--- src/rtl/core/ntps_pkg.sv ---
// shared types, codes and helpers of the neighbor table priority select unit
// no dependencies; used by ntps_front, ntps_engine and the top level
package ntps_pkg;

  // default sizes of the table and of the random fraction
  localparam int TABLE_DEPTH_DEF = 16;
  localparam int RANDOM_BITS_DEF = 16;

  // fixed field widths
  localparam int ADDR_W = 48;
  localparam int RAND_W = 16;

  // decoded command of one input beat
  typedef enum logic [1:0] {
    OP_UPDATE = 2'd0,
    OP_DELETE = 2'd1,
    OP_SELECT = 2'd2,
    OP_CLEAR  = 2'd3
  } op_kind_t;

  // result status codes
  typedef enum logic [2:0] {
    ST_UPDATED   = 3'd0,
    ST_INSERTED  = 3'd1,
    ST_FULL      = 3'd2,
    ST_DELETED   = 3'd3,
    ST_NOT_FOUND = 3'd4,
    ST_SELECTED  = 3'd5,
    ST_CLEARED   = 3'd6
  } status_t;

  // one queued command
  typedef struct packed {
    op_kind_t          kind;
    logic [ADDR_W-1:0] address;
    logic              next_hop;
    logic              has_frames;
    logic [RAND_W-1:0] random_value;
  } op_t;

  // one table entry as kept in memory
  typedef struct packed {
    logic [ADDR_W-1:0] address;
    logic              next_hop;
    logic              has_frames;
  } entry_t;

  // priority class: 0 frames only, 1 next hop with frames, 2 next hop idle, 3 rest
  function automatic logic [1:0] entry_class(input logic nh, input logic hf);
    logic [1:0] c;
    if (!nh && hf) c = 2'd0;
    else if (nh && hf) c = 2'd1;
    else if (nh) c = 2'd2;
    else c = 2'd3;
    return c;
  endfunction

endpackage

--- src/rtl/core/ntps_ram.sv ---
// generic single write, single read ram with registered read data
// no dependencies
module ntps_ram #(
  parameter int WIDTH = 8,
  parameter int DEPTH = 16
) (
  input  logic                                 clk,
  input  logic                                 we,
  input  logic [(DEPTH > 1 ? $clog2(DEPTH) : 1)-1:0] waddr,
  input  logic [WIDTH-1:0]                     wdata,
  input  logic [(DEPTH > 1 ? $clog2(DEPTH) : 1)-1:0] raddr,
  output logic [WIDTH-1:0]                     rdata
);

  logic [WIDTH-1:0] mem [DEPTH];
  logic [WIDTH-1:0] rdata_r;

  // write port and registered read port
  always_ff @(posedge clk) begin
    if (we) begin
      mem[waddr] <= wdata;
    end
    rdata_r <= mem[raddr];
  end

  assign rdata = rdata_r;

endmodule

--- src/rtl/core/ntps_front.sv ---
// front end: accepts input beats, decodes the command and queues it
// depends on ntps_pkg
module ntps_front (
  input  logic                       clk,
  input  logic                       rst_n,
  input  logic                       start,
  output logic                       busy,
  input  logic [1:0]                 in_kind,
  input  logic [ntps_pkg::ADDR_W-1:0] in_address,
  input  logic                       in_next_hop,
  input  logic                       in_has_frames,
  input  logic [ntps_pkg::RAND_W-1:0] in_random_value,
  output logic                       op_valid,
  output ntps_pkg::op_t              op,
  input  logic                       op_pop
);

  ntps_pkg::op_t q_r [2];
  logic          wr_ptr_r;
  logic          rd_ptr_r;
  logic [1:0]    fill_r;
  logic [1:0]    fill_nxt;
  logic          push;
  ntps_pkg::op_t dec;

  // decode the command; flags only matter to an update
  always_comb begin
    dec.address      = in_address;
    dec.random_value = in_random_value;
    dec.next_hop     = 1'b0;
    dec.has_frames   = 1'b0;
    case (in_kind)
      ntps_pkg::OP_UPDATE: begin
        dec.kind       = ntps_pkg::OP_UPDATE;
        dec.next_hop   = in_next_hop;
        dec.has_frames = in_has_frames;
      end
      ntps_pkg::OP_DELETE: dec.kind = ntps_pkg::OP_DELETE;
      ntps_pkg::OP_SELECT: dec.kind = ntps_pkg::OP_SELECT;
      default: dec.kind = ntps_pkg::OP_CLEAR;
    endcase
  end

  assign busy     = (fill_r == 2'd2);
  assign push     = start && !busy;
  assign op_valid = (fill_r != 2'd0);
  assign op       = q_r[rd_ptr_r];

  // fill level of the two-entry queue
  always_comb begin
    fill_nxt = fill_r;
    if (push && !op_pop) fill_nxt = fill_r + 2'd1;
    else if (!push && op_pop) fill_nxt = fill_r - 2'd1;
  end

  // queue pointers
  always_ff @(posedge clk) begin
    if (!rst_n) begin
      wr_ptr_r <= 1'b0;
      rd_ptr_r <= 1'b0;
      fill_r   <= 2'd0;
    end else begin
      fill_r <= fill_nxt;
      if (push) wr_ptr_r <= !wr_ptr_r;
      if (op_pop) rd_ptr_r <= !rd_ptr_r;
    end
  end

  // queue storage
  always_ff @(posedge clk) begin
    if (push) begin
      q_r[wr_ptr_r] <= dec;
    end
  end

endmodule

--- src/rtl/core/ntps_engine.sv ---
// back end: runs queued commands against the table memory and drives results
// depends on ntps_pkg and ntps_ram
module ntps_engine #(
  parameter int TABLE_DEPTH = ntps_pkg::TABLE_DEPTH_DEF,
  parameter int RANDOM_BITS = ntps_pkg::RANDOM_BITS_DEF
) (
  input  logic                        clk,
  input  logic                        rst_n,
  input  logic                        op_valid,
  input  ntps_pkg::op_t               op,
  output logic                        op_pop,
  output logic                        out_valid,
  output logic [2:0]                  out_status,
  output logic [ntps_pkg::ADDR_W-1:0] out_selected_address,
  output logic                        out_is_broadcast,
  output logic [1:0]                  out_selected_class
);

  localparam int IW     = (TABLE_DEPTH > 1) ? $clog2(TABLE_DEPTH) : 1;
  localparam int CNT_W  = $clog2(TABLE_DEPTH + 1);
  localparam int PROD_W = RANDOM_BITS + CNT_W;
  localparam int EW     = $bits(ntps_pkg::entry_t);

  typedef enum logic [6:0] {
    S_IDLE      = 7'b0000001,
    S_UPD_SCAN  = 7'b0000010,
    S_DEL_SCAN  = 7'b0000100,
    S_DEL_SHIFT = 7'b0001000,
    S_SEL_COUNT = 7'b0010000,
    S_SEL_MUL   = 7'b0100000,
    S_SEL_SCAN  = 7'b1000000
  } state_t;

  state_t               state_r, state_nxt;
  ntps_pkg::op_t        op_r, op_nxt;
  logic [CNT_W-1:0]     count_r, count_nxt;
  logic [CNT_W-1:0]     rd_cnt_r, rd_cnt_nxt;
  logic                 pend_r, pend_nxt;
  logic [IW-1:0]        pend_idx_r, pend_idx_nxt;
  logic                 found_r, found_nxt;
  logic [CNT_W-1:0]     seen_r, seen_nxt;
  logic [CNT_W-1:0]     pick_r, pick_nxt;
  logic [1:0]           sel_cls_r, sel_cls_nxt;
  logic [CNT_W-1:0]     cls_cnt_r [4];
  logic [CNT_W-1:0]     cls_cnt_nxt [4];
  logic                 out_valid_r, out_valid_nxt;
  ntps_pkg::status_t    out_status_r, out_status_nxt;
  logic [ntps_pkg::ADDR_W-1:0] out_addr_r, out_addr_nxt;
  logic                 out_bcast_r, out_bcast_nxt;
  logic [1:0]           out_cls_r, out_cls_nxt;

  logic                 issue;
  logic                 can_read;
  logic                 scan_done;
  logic                 hit;
  logic                 wr_en;
  logic [IW-1:0]        waddr;
  ntps_pkg::entry_t     wdata;
  logic [EW-1:0]        rdata;
  ntps_pkg::entry_t     rd_entry;
  logic [1:0]           rd_cls;
  logic [1:0]           mul_cls;
  logic                 mul_any;
  logic [CNT_W-1:0]     mul_cnt;
  logic [RANDOM_BITS-1:0] rnd_m;
  logic [PROD_W-1:0]    prod;

  // table memory
  ntps_ram #(
    .WIDTH(EW),
    .DEPTH(TABLE_DEPTH)
  ) u_ram (
    .clk  (clk),
    .we   (wr_en),
    .waddr(waddr),
    .wdata(wdata),
    .raddr(rd_cnt_r[IW-1:0]),
    .rdata(rdata)
  );

  assign rd_entry  = ntps_pkg::entry_t'(rdata);
  assign rd_cls    = ntps_pkg::entry_class(rd_entry.next_hop, rd_entry.has_frames);
  assign can_read  = (rd_cnt_r != count_r);
  assign scan_done = !can_read && !pend_r;
  assign hit       = pend_r && (rd_entry.address == op_r.address);

  // lowest-numbered non-empty class and its scaled pick
  always_comb begin
    mul_cls = 2'd0;
    mul_any = 1'b0;
    for (int c = 3; c >= 0; c--) begin
      if (cls_cnt_r[c] != '0) begin
        mul_cls = 2'(c);
        mul_any = 1'b1;
      end
    end
    mul_cnt = cls_cnt_r[mul_cls];
    rnd_m   = RANDOM_BITS'(op_r.random_value);
    prod    = PROD_W'(rnd_m) * PROD_W'(mul_cnt);
  end

  // command sequencer
  always_comb begin
    state_nxt      = state_r;
    op_nxt         = op_r;
    count_nxt      = count_r;
    rd_cnt_nxt     = rd_cnt_r;
    found_nxt      = found_r;
    seen_nxt       = seen_r;
    pick_nxt       = pick_r;
    sel_cls_nxt    = sel_cls_r;
    cls_cnt_nxt    = cls_cnt_r;
    out_valid_nxt  = 1'b0;
    out_status_nxt = out_status_r;
    out_addr_nxt   = out_addr_r;
    out_bcast_nxt  = out_bcast_r;
    out_cls_nxt    = out_cls_r;
    op_pop         = 1'b0;
    issue          = 1'b0;
    wr_en          = 1'b0;
    waddr          = pend_idx_r;
    wdata.address    = op_r.address;
    wdata.next_hop   = op_r.next_hop;
    wdata.has_frames = op_r.has_frames;

    case (state_r)
      S_IDLE: begin
        if (op_valid) begin
          op_pop     = 1'b1;
          op_nxt     = op;
          rd_cnt_nxt = '0;
          found_nxt  = 1'b0;
          seen_nxt   = '0;
          for (int c = 0; c < 4; c++) cls_cnt_nxt[c] = '0;
          case (op.kind)
            ntps_pkg::OP_UPDATE: state_nxt = S_UPD_SCAN;
            ntps_pkg::OP_DELETE: state_nxt = S_DEL_SCAN;
            ntps_pkg::OP_SELECT: state_nxt = S_SEL_COUNT;
            ntps_pkg::OP_CLEAR: begin
              count_nxt      = '0;
              out_valid_nxt  = 1'b1;
              out_status_nxt = ntps_pkg::ST_CLEARED;
              out_addr_nxt   = '0;
              out_bcast_nxt  = 1'b0;
              out_cls_nxt    = 2'd0;
            end
            default: state_nxt = S_IDLE;
          endcase
        end
      end

      // overwrite flags of every match, then insert if none matched and the table has room
      S_UPD_SCAN: begin
        issue = can_read;
        if (hit) begin
          wr_en     = 1'b1;
          found_nxt = 1'b1;
        end
        if (scan_done) begin
          state_nxt     = S_IDLE;
          out_valid_nxt = 1'b1;
          out_addr_nxt  = '0;
          out_bcast_nxt = 1'b0;
          out_cls_nxt   = 2'd0;
          if (found_r) begin
            out_status_nxt = ntps_pkg::ST_UPDATED;
          end else if (count_r == CNT_W'(TABLE_DEPTH)) begin
            out_status_nxt = ntps_pkg::ST_FULL;
          end else begin
            wr_en          = 1'b1;
            waddr          = count_r[IW-1:0];
            count_nxt      = count_r + CNT_W'(1);
            out_status_nxt = ntps_pkg::ST_INSERTED;
          end
        end
      end

      // look for the first match; the read in flight starts the shift
      S_DEL_SCAN: begin
        issue = can_read;
        if (hit) begin
          state_nxt = S_DEL_SHIFT;
        end else if (scan_done) begin
          state_nxt      = S_IDLE;
          out_valid_nxt  = 1'b1;
          out_status_nxt = ntps_pkg::ST_NOT_FOUND;
          out_addr_nxt   = '0;
          out_bcast_nxt  = 1'b0;
          out_cls_nxt    = 2'd0;
        end
      end

      // move each later entry down by one
      S_DEL_SHIFT: begin
        issue = can_read;
        if (pend_r) begin
          wr_en = 1'b1;
          waddr = pend_idx_r - IW'(1);
          wdata = rd_entry;
        end
        if (scan_done) begin
          state_nxt      = S_IDLE;
          count_nxt      = count_r - CNT_W'(1);
          out_valid_nxt  = 1'b1;
          out_status_nxt = ntps_pkg::ST_DELETED;
          out_addr_nxt   = '0;
          out_bcast_nxt  = 1'b0;
          out_cls_nxt    = 2'd0;
        end
      end

      // count entries per class
      S_SEL_COUNT: begin
        issue = can_read;
        if (pend_r) begin
          cls_cnt_nxt[rd_cls] = cls_cnt_r[rd_cls] + CNT_W'(1);
        end
        if (scan_done) begin
          state_nxt = S_SEL_MUL;
        end
      end

      // scale the random fraction by the class size
      S_SEL_MUL: begin
        if (mul_any) begin
          pick_nxt    = prod[PROD_W-1:RANDOM_BITS];
          sel_cls_nxt = mul_cls;
          rd_cnt_nxt  = '0;
          state_nxt   = S_SEL_SCAN;
        end else begin
          state_nxt      = S_IDLE;
          out_valid_nxt  = 1'b1;
          out_status_nxt = ntps_pkg::ST_SELECTED;
          out_addr_nxt   = '1;
          out_bcast_nxt  = 1'b1;
          out_cls_nxt    = 2'd0;
        end
      end

      // walk the class members in table order up to the pick
      S_SEL_SCAN: begin
        issue = can_read;
        if (pend_r && (rd_cls == sel_cls_r)) begin
          if (seen_r == pick_r) begin
            issue          = 1'b0;
            state_nxt      = S_IDLE;
            out_valid_nxt  = 1'b1;
            out_status_nxt = ntps_pkg::ST_SELECTED;
            out_addr_nxt   = rd_entry.address;
            out_bcast_nxt  = 1'b0;
            out_cls_nxt    = sel_cls_r;
          end else begin
            seen_nxt = seen_r + CNT_W'(1);
          end
        end
      end

      default: state_nxt = S_IDLE;
    endcase

    // read pipeline bookkeeping
    pend_nxt     = issue;
    pend_idx_nxt = rd_cnt_r[IW-1:0];
    if (issue) rd_cnt_nxt = rd_cnt_r + CNT_W'(1);
  end

  // control registers
  always_ff @(posedge clk) begin
    if (!rst_n) begin
      state_r     <= S_IDLE;
      count_r     <= '0;
      pend_r      <= 1'b0;
      out_valid_r <= 1'b0;
    end else begin
      state_r     <= state_nxt;
      count_r     <= count_nxt;
      pend_r      <= pend_nxt;
      out_valid_r <= out_valid_nxt;
    end
  end

  // working and result payload registers
  always_ff @(posedge clk) begin
    op_r         <= op_nxt;
    rd_cnt_r     <= rd_cnt_nxt;
    pend_idx_r   <= pend_idx_nxt;
    found_r      <= found_nxt;
    seen_r       <= seen_nxt;
    pick_r       <= pick_nxt;
    sel_cls_r    <= sel_cls_nxt;
    cls_cnt_r    <= cls_cnt_nxt;
    out_status_r <= out_status_nxt;
    out_addr_r   <= out_addr_nxt;
    out_bcast_r  <= out_bcast_nxt;
    out_cls_r    <= out_cls_nxt;
  end

  assign out_valid            = out_valid_r;
  assign out_status           = out_status_r;
  assign out_selected_address = out_addr_r;
  assign out_is_broadcast     = out_bcast_r;
  assign out_selected_class   = out_cls_r;

  // checks
  a_count_bound: assert property (@(posedge clk) disable iff (!rst_n)
    count_r <= CNT_W'(TABLE_DEPTH))
    else $error("entry count above table depth");

  a_write_bound: assert property (@(posedge clk) disable iff (!rst_n)
    wr_en |-> (CNT_W'(waddr) <= count_r))
    else $error("table write beyond the end of the table");

  a_pop_idle: assert property (@(posedge clk) disable iff (!rst_n)
    op_pop |-> (state_r == S_IDLE))
    else $error("command taken while another is running");

  a_pend_index: assert property (@(posedge clk) disable iff (!rst_n)
    pend_r |-> (CNT_W'(pend_idx_r) + CNT_W'(1) == rd_cnt_r))
    else $error("read pipeline index out of step");

  a_delete_count: assert property (@(posedge clk) disable iff (!rst_n)
    (out_valid_r && out_status_r == ntps_pkg::ST_DELETED)
      |-> (count_r == $past(count_r) - CNT_W'(1)))
    else $error("delete did not shrink the table by one");

endmodule

--- src/rtl/core/neighbor_table_priority_select_unit.sv ---
// top level of the neighbor table priority select unit
// depends on ntps_pkg, ntps_front, ntps_engine (and ntps_ram below it)
//
//   channel   handshake            payload
//   input     start / busy         in_kind, in_address, in_next_hop,
//                                  in_has_frames, in_random_value
//   result    out_valid (strobe)   out_status, out_selected_address,
//                                  out_is_broadcast, out_selected_class
//
// a beat is taken when start is high and busy is low; a two-entry command queue
// lets up to two beats wait while one runs. one result per beat, held one cycle.
// clear does not read the table; update and delete walk it once, select twice (count,
// then pick), all through the single table read port; commands run one at a time.
// reset (rst_n low, synchronous) empties the table and the queue.
// results are never stalled; the receiver must take each strobed beat.
module neighbor_table_priority_select_unit #(
  parameter int TABLE_DEPTH = ntps_pkg::TABLE_DEPTH_DEF,
  parameter int RANDOM_BITS = ntps_pkg::RANDOM_BITS_DEF
) (
  input  logic                        clk,
  input  logic                        rst_n,
  input  logic                        start,
  output logic                        busy,
  input  logic [1:0]                  in_kind,
  input  logic [ntps_pkg::ADDR_W-1:0] in_address,
  input  logic                        in_next_hop,
  input  logic                        in_has_frames,
  input  logic [ntps_pkg::RAND_W-1:0] in_random_value,
  output logic                        out_valid,
  output logic [2:0]                  out_status,
  output logic [ntps_pkg::ADDR_W-1:0] out_selected_address,
  output logic                        out_is_broadcast,
  output logic [1:0]                  out_selected_class
);

  logic          op_valid;
  logic          op_pop;
  ntps_pkg::op_t op;

  // accept and queue commands
  ntps_front u_front (
    .clk            (clk),
    .rst_n          (rst_n),
    .start          (start),
    .busy           (busy),
    .in_kind        (in_kind),
    .in_address     (in_address),
    .in_next_hop    (in_next_hop),
    .in_has_frames  (in_has_frames),
    .in_random_value(in_random_value),
    .op_valid       (op_valid),
    .op             (op),
    .op_pop         (op_pop)
  );

  // run commands on the table
  ntps_engine #(
    .TABLE_DEPTH(TABLE_DEPTH),
    .RANDOM_BITS(RANDOM_BITS)
  ) u_engine (
    .clk                 (clk),
    .rst_n               (rst_n),
    .op_valid            (op_valid),
    .op                  (op),
    .op_pop              (op_pop),
    .out_valid           (out_valid),
    .out_status          (out_status),
    .out_selected_address(out_selected_address),
    .out_is_broadcast    (out_is_broadcast),
    .out_selected_class  (out_selected_class)
  );

endmodule
--- config.mk ---
export PLATFORM = sky130hd
export DESIGN_NAME = neighbor_table_priority_select_unit
export DESIGN_NICKNAME = d
export VERILOG_FILES = /design/src/rtl/core/ntps_pkg.sv /design/src/rtl/core/ntps_ram.sv /design/src/rtl/core/ntps_front.sv /design/src/rtl/core/ntps_engine.sv /design/src/rtl/core/neighbor_table_priority_select_unit.sv
export SDC_FILE = /design/constraint.sdc
export NUM_CORES = 1
export LEC_CHECK = 0
export ABC_CLOCK_PERIOD_IN_PS = 6000
export BUFFER_PORTS_ARGS = -buffer_cell sky130_fd_sc_hd__clkbuf_2
export CAP_MARGIN = 20
export CORE_MARGIN = 3
export CORE_UTILIZATION = 56
export CTS_CLUSTER_SIZE = 8
export DETAILED_ROUTE_END_ITERATION = 12
export MAX_ROUTING_LAYER = met4
export PLACE_DENSITY = 0.76
export SLEW_MARGIN = 40
export SYNTH_ARGS = -nofsm -noshare
export SYNTH_HDL_FRONTEND = slang
export SYNTH_SLANG_ARGS = --single-unit
--- constraint.sdc ---
create_clock -name clk -period 6 [get_ports clk]
set_input_delay 1.2 -clock clk [delete_from_list [all_inputs] [get_ports clk]]
set_output_delay 1.2 -clock clk [all_outputs]
set_load 0.02 [all_outputs]
==> flow_metrics.tcl <==
set metrics [dict create \
    status "finished, violations left" \
    violations "negative setup slack" \
    place_congestion 0.888 \
    via_count 23939 \
    antenna_found_initial 1 \
    wl_per_cell_um 28.9 \
    grt_pass1_wl_mm 163 \
    first_pass_iters 5 \
    async_flop_share 0 \
    syn_nets 2468 \
    yosys.area.top_type_share 0.702 \
    power_leakage_nw 18.4 \
    syn_inst 2310 \
    cap_violations 0 \
    period_needed_ps 6130 \
    ant_nets 0 \
    endpoint_kind "register" \
    drive_gt1_frac 0.313 \
    critical_path_arrival_ps 6590 \
    synth_seq_cells 1167 \
    hold_buffers 0 \
    cts_tree "built" \
    fmax_mhz 163 \
    final_core_util 0.666 \
    cellPowerDensity_nw_per_um2 535 \
    finalHoldViolations 0 \
    die_height_um 295 \
    die-area_sq_um 87100 \
    diodes 0 \
    mostFrequentLayoutCell "edfxtp_1" \
    cts.sinks 1167 \
    nets 2762 \
    drc_errors 0 \
    finalCritPeriodShare 1.02 \
    tightest_slew_ps 887 \
    drt_iter0_markers 2998 \
    h-tree-depth 4 \
    cts.path.max_buffers 3 \
    clkSlewWorstSetupHoldPaths_ps 50 \
    hold_path.class "register to register" \
    crit_type "register to register" \
    pwr-share-clk 0.295 \
    core_sq_um 82500 \
    comb_power_share 0.322 \
    synth.avg_cell_area_sq_um 20.3 \
    reg2reg_depth 20 \
    ios 127 \
    ys.flop_type "edfxtp_1" \
    drv_slew 0 \
    synth_area_sq_um 46800 \
    overflow 0 \
    cts_buffers 164 \
    yosysSeqAreaShare 0.733 \
    required_ps 6460 \
    vias_per_cell 6.29 \
    dieWidth_um 295 \
    p_int_mw 20.0 \
    synth_top_area_cell "edfxtp_1" \
    swShare 0.319 \
    peakVddDrop_mv 0.402 \
    track_usage 0.266 \
    timing.hold.ws_ps 513 \
    yosysWarnings 0 \
    setup_viol 4 \
    grt_pass1_vias 24965 \
    max-slew-margin-rel 0.408 \
    start_util 0.568 \
    path_max_fanout 6 \
    rsz0062_at_grt "yes" \
    insertion_delay_ps 760 \
    synth_cell_types 74 \
    p_sw_mw 9.36 \
    power.share.sequential 0.383 \
    skew_ps 58.8 \
    port_buffers 126 \
    dpl.hpwl_mm 58.9 \
    grt_max_degree 94 \
    whs_path_depth 2 \
    area_growth_syn_to_layout_pct 17.3 \
    fillers 5130 \
    critPathLaunchType "register" \
    layout_common_cells "edfxtp_1, mux4_2, clkbuf_16" \
    setup_slack_ps -127 \
    row_count 105 \
    finalWirelength_mm 110 \
    synth-edff-count 1094 \
    root_buffer "clkbuf_16" \
    synth_top_cells_by_area "edfxtp_1, mux4_2, dfxtp_1" \
]
## cell families (layout without fill, tap and decap cells)
logic type	after synthesis	in the layout	synth area share
flops	1167	1167	0.733
mux	379	379	0.152
simple gates	272	272	0.0318
compound gates	155	156	0.0240
xor+xnor	79	79	0.0149
buf+inv	171	594	0.0141
fa+ha+maj	87	87	0.0300
## worst max-delay path, stage by stage, from the launching register on
cell       delay [ps]
edfxtp_1          390
or4_4             580
nor2_4            130
o21ai_2            80
a21oi_2           240
mux2_4            330
a221o_2           410
buf_6             140
and2_4            150
fa_1              510
fa_1              530
inv_1              50
fa_1              480
inv_1              50
ha_1              270
and4_4            220
o2111ai_4         100
or4b_4            590
o311ai_4          260
and2_4            230
o311ai_4           90
## Yosys cell counts (all sizes together), types with 3 or more instances
cell / number
dfxtp: 73
a21o: 6
nand2: 31
inv: 71
o21a: 51
nand3: 18
xor2: 62
a221o: 6
a211oi: 20
clkbuf: 57
a21oi: 20
nand2b: 10
mux2: 116
nor2: 78
nor4: 19
xnor2: 17
o31a: 3
o311ai: 5
mux4: 255
nor3: 10
nand4: 6
and4: 3
ha: 45
edfxtp: 1094
fa: 42
or4: 4
nor2b: 7
mux2i: 8
or3: 7
a31oi: 4
a22oi: 3
buf: 43
and2: 64
o21ai: 18
and3: 5
## power by group through the flow
stage	combinational (mW)	sequential, mW	clock, mW
after floorplan	6.01	11.2	0
after global placement	8.19	11.4	0
after detailed placement	8.57	11.4	0
after CTS	9.26	11.2	8.79
after global routing	10.3	11.3	9.15
final	9.48	11.3	8.66
## state kept, by name, summed over array words and instances, names as in the netlist, 2 cells and up, named ones only
signal                         cells
u_engine.pend_idx_r                4
u_engine.sel_cls_r                 2
u_front.fill_r                     2
u_engine.pick_r                    5
u_engine.cls_cnt_r                20
u_engine.u_ram.mem               800
u_engine.count_r                   5
u_engine.rnd_m                    16
u_engine.out_selected_class        2
u_engine.state_r                   7
u_engine.seen_r                    5
u_engine.u_ram.rdata              50
u_front.q_r                      136
u_engine.op_r                     50
u_engine.rd_cnt_r                  5
u_engine.out_status                3
u_engine.out_selected_address     48
## area by class of cell
class,instances,area (sq um),share of cell area
clock inverters,15,394,0.00718
multi-input cells,973,12300,0.223
repair buffers,227,1760,0.0321
well taps,1070,1340,0.0244
clock buffers,281,4570,0.0833
inverters,71,268,0.00488
flip-flops and latches,1167,34300,0.625
## layer usage
| metal | up-vias | GRT usage | part of all wire |
|---|---|---|---|
| met4 | 0 | 0.0971 | 0.032 |
| li1 | 9914 | - | - |
| met1 | 12478 | 0.357 | 0.39 |
| met2 | 1330 | 0.405 | 0.49 |
| met3 | 217 | 0.0593 | 0.093 |
| met5 | - | - | 0 |
## final timing paths
kind | startpoint | endpoint | slack [ps]
worst min register to register | u_front.rd_ptr_r | u_front.rd_ptr_r | 510
worst min-delay path | u_front.rd_ptr_r | u_front.rd_ptr_r | 510
worst max register to register | u_engine.cls_cnt_r[7] | u_engine.pick_r[4] | -130
worst max-delay path | u_engine.cls_cnt_r[7] | u_engine.pick_r[4] | -130
## stage by stage
step / power, mW / TNS (ps) / setup slack, ps / instances / instance area (sq um)
detailed placement: 19.9 / -1350 / -375 / 3493 / 49600
CTS: 29.3 / -121 / -84.4 / 3797 / 54800
global placement: 19.5 / -552 / -183 / 3488 / 49400
global route: 30.8 / -977 / -278 / 3804 / 54900
floorplan: 17.2 / 0 / 3.85 / 2310 / 46800
finish: 29.4 / -315 / -127 / 3804 / 54900
## timing repair
item,in CTS,in global routing
pin swaps,33,31
gates cloned,1,0
gates resized for setup,37,11
setup endpoints to repair,5,5
setup buffers,8,6
(Power assumes the default switching activity.)
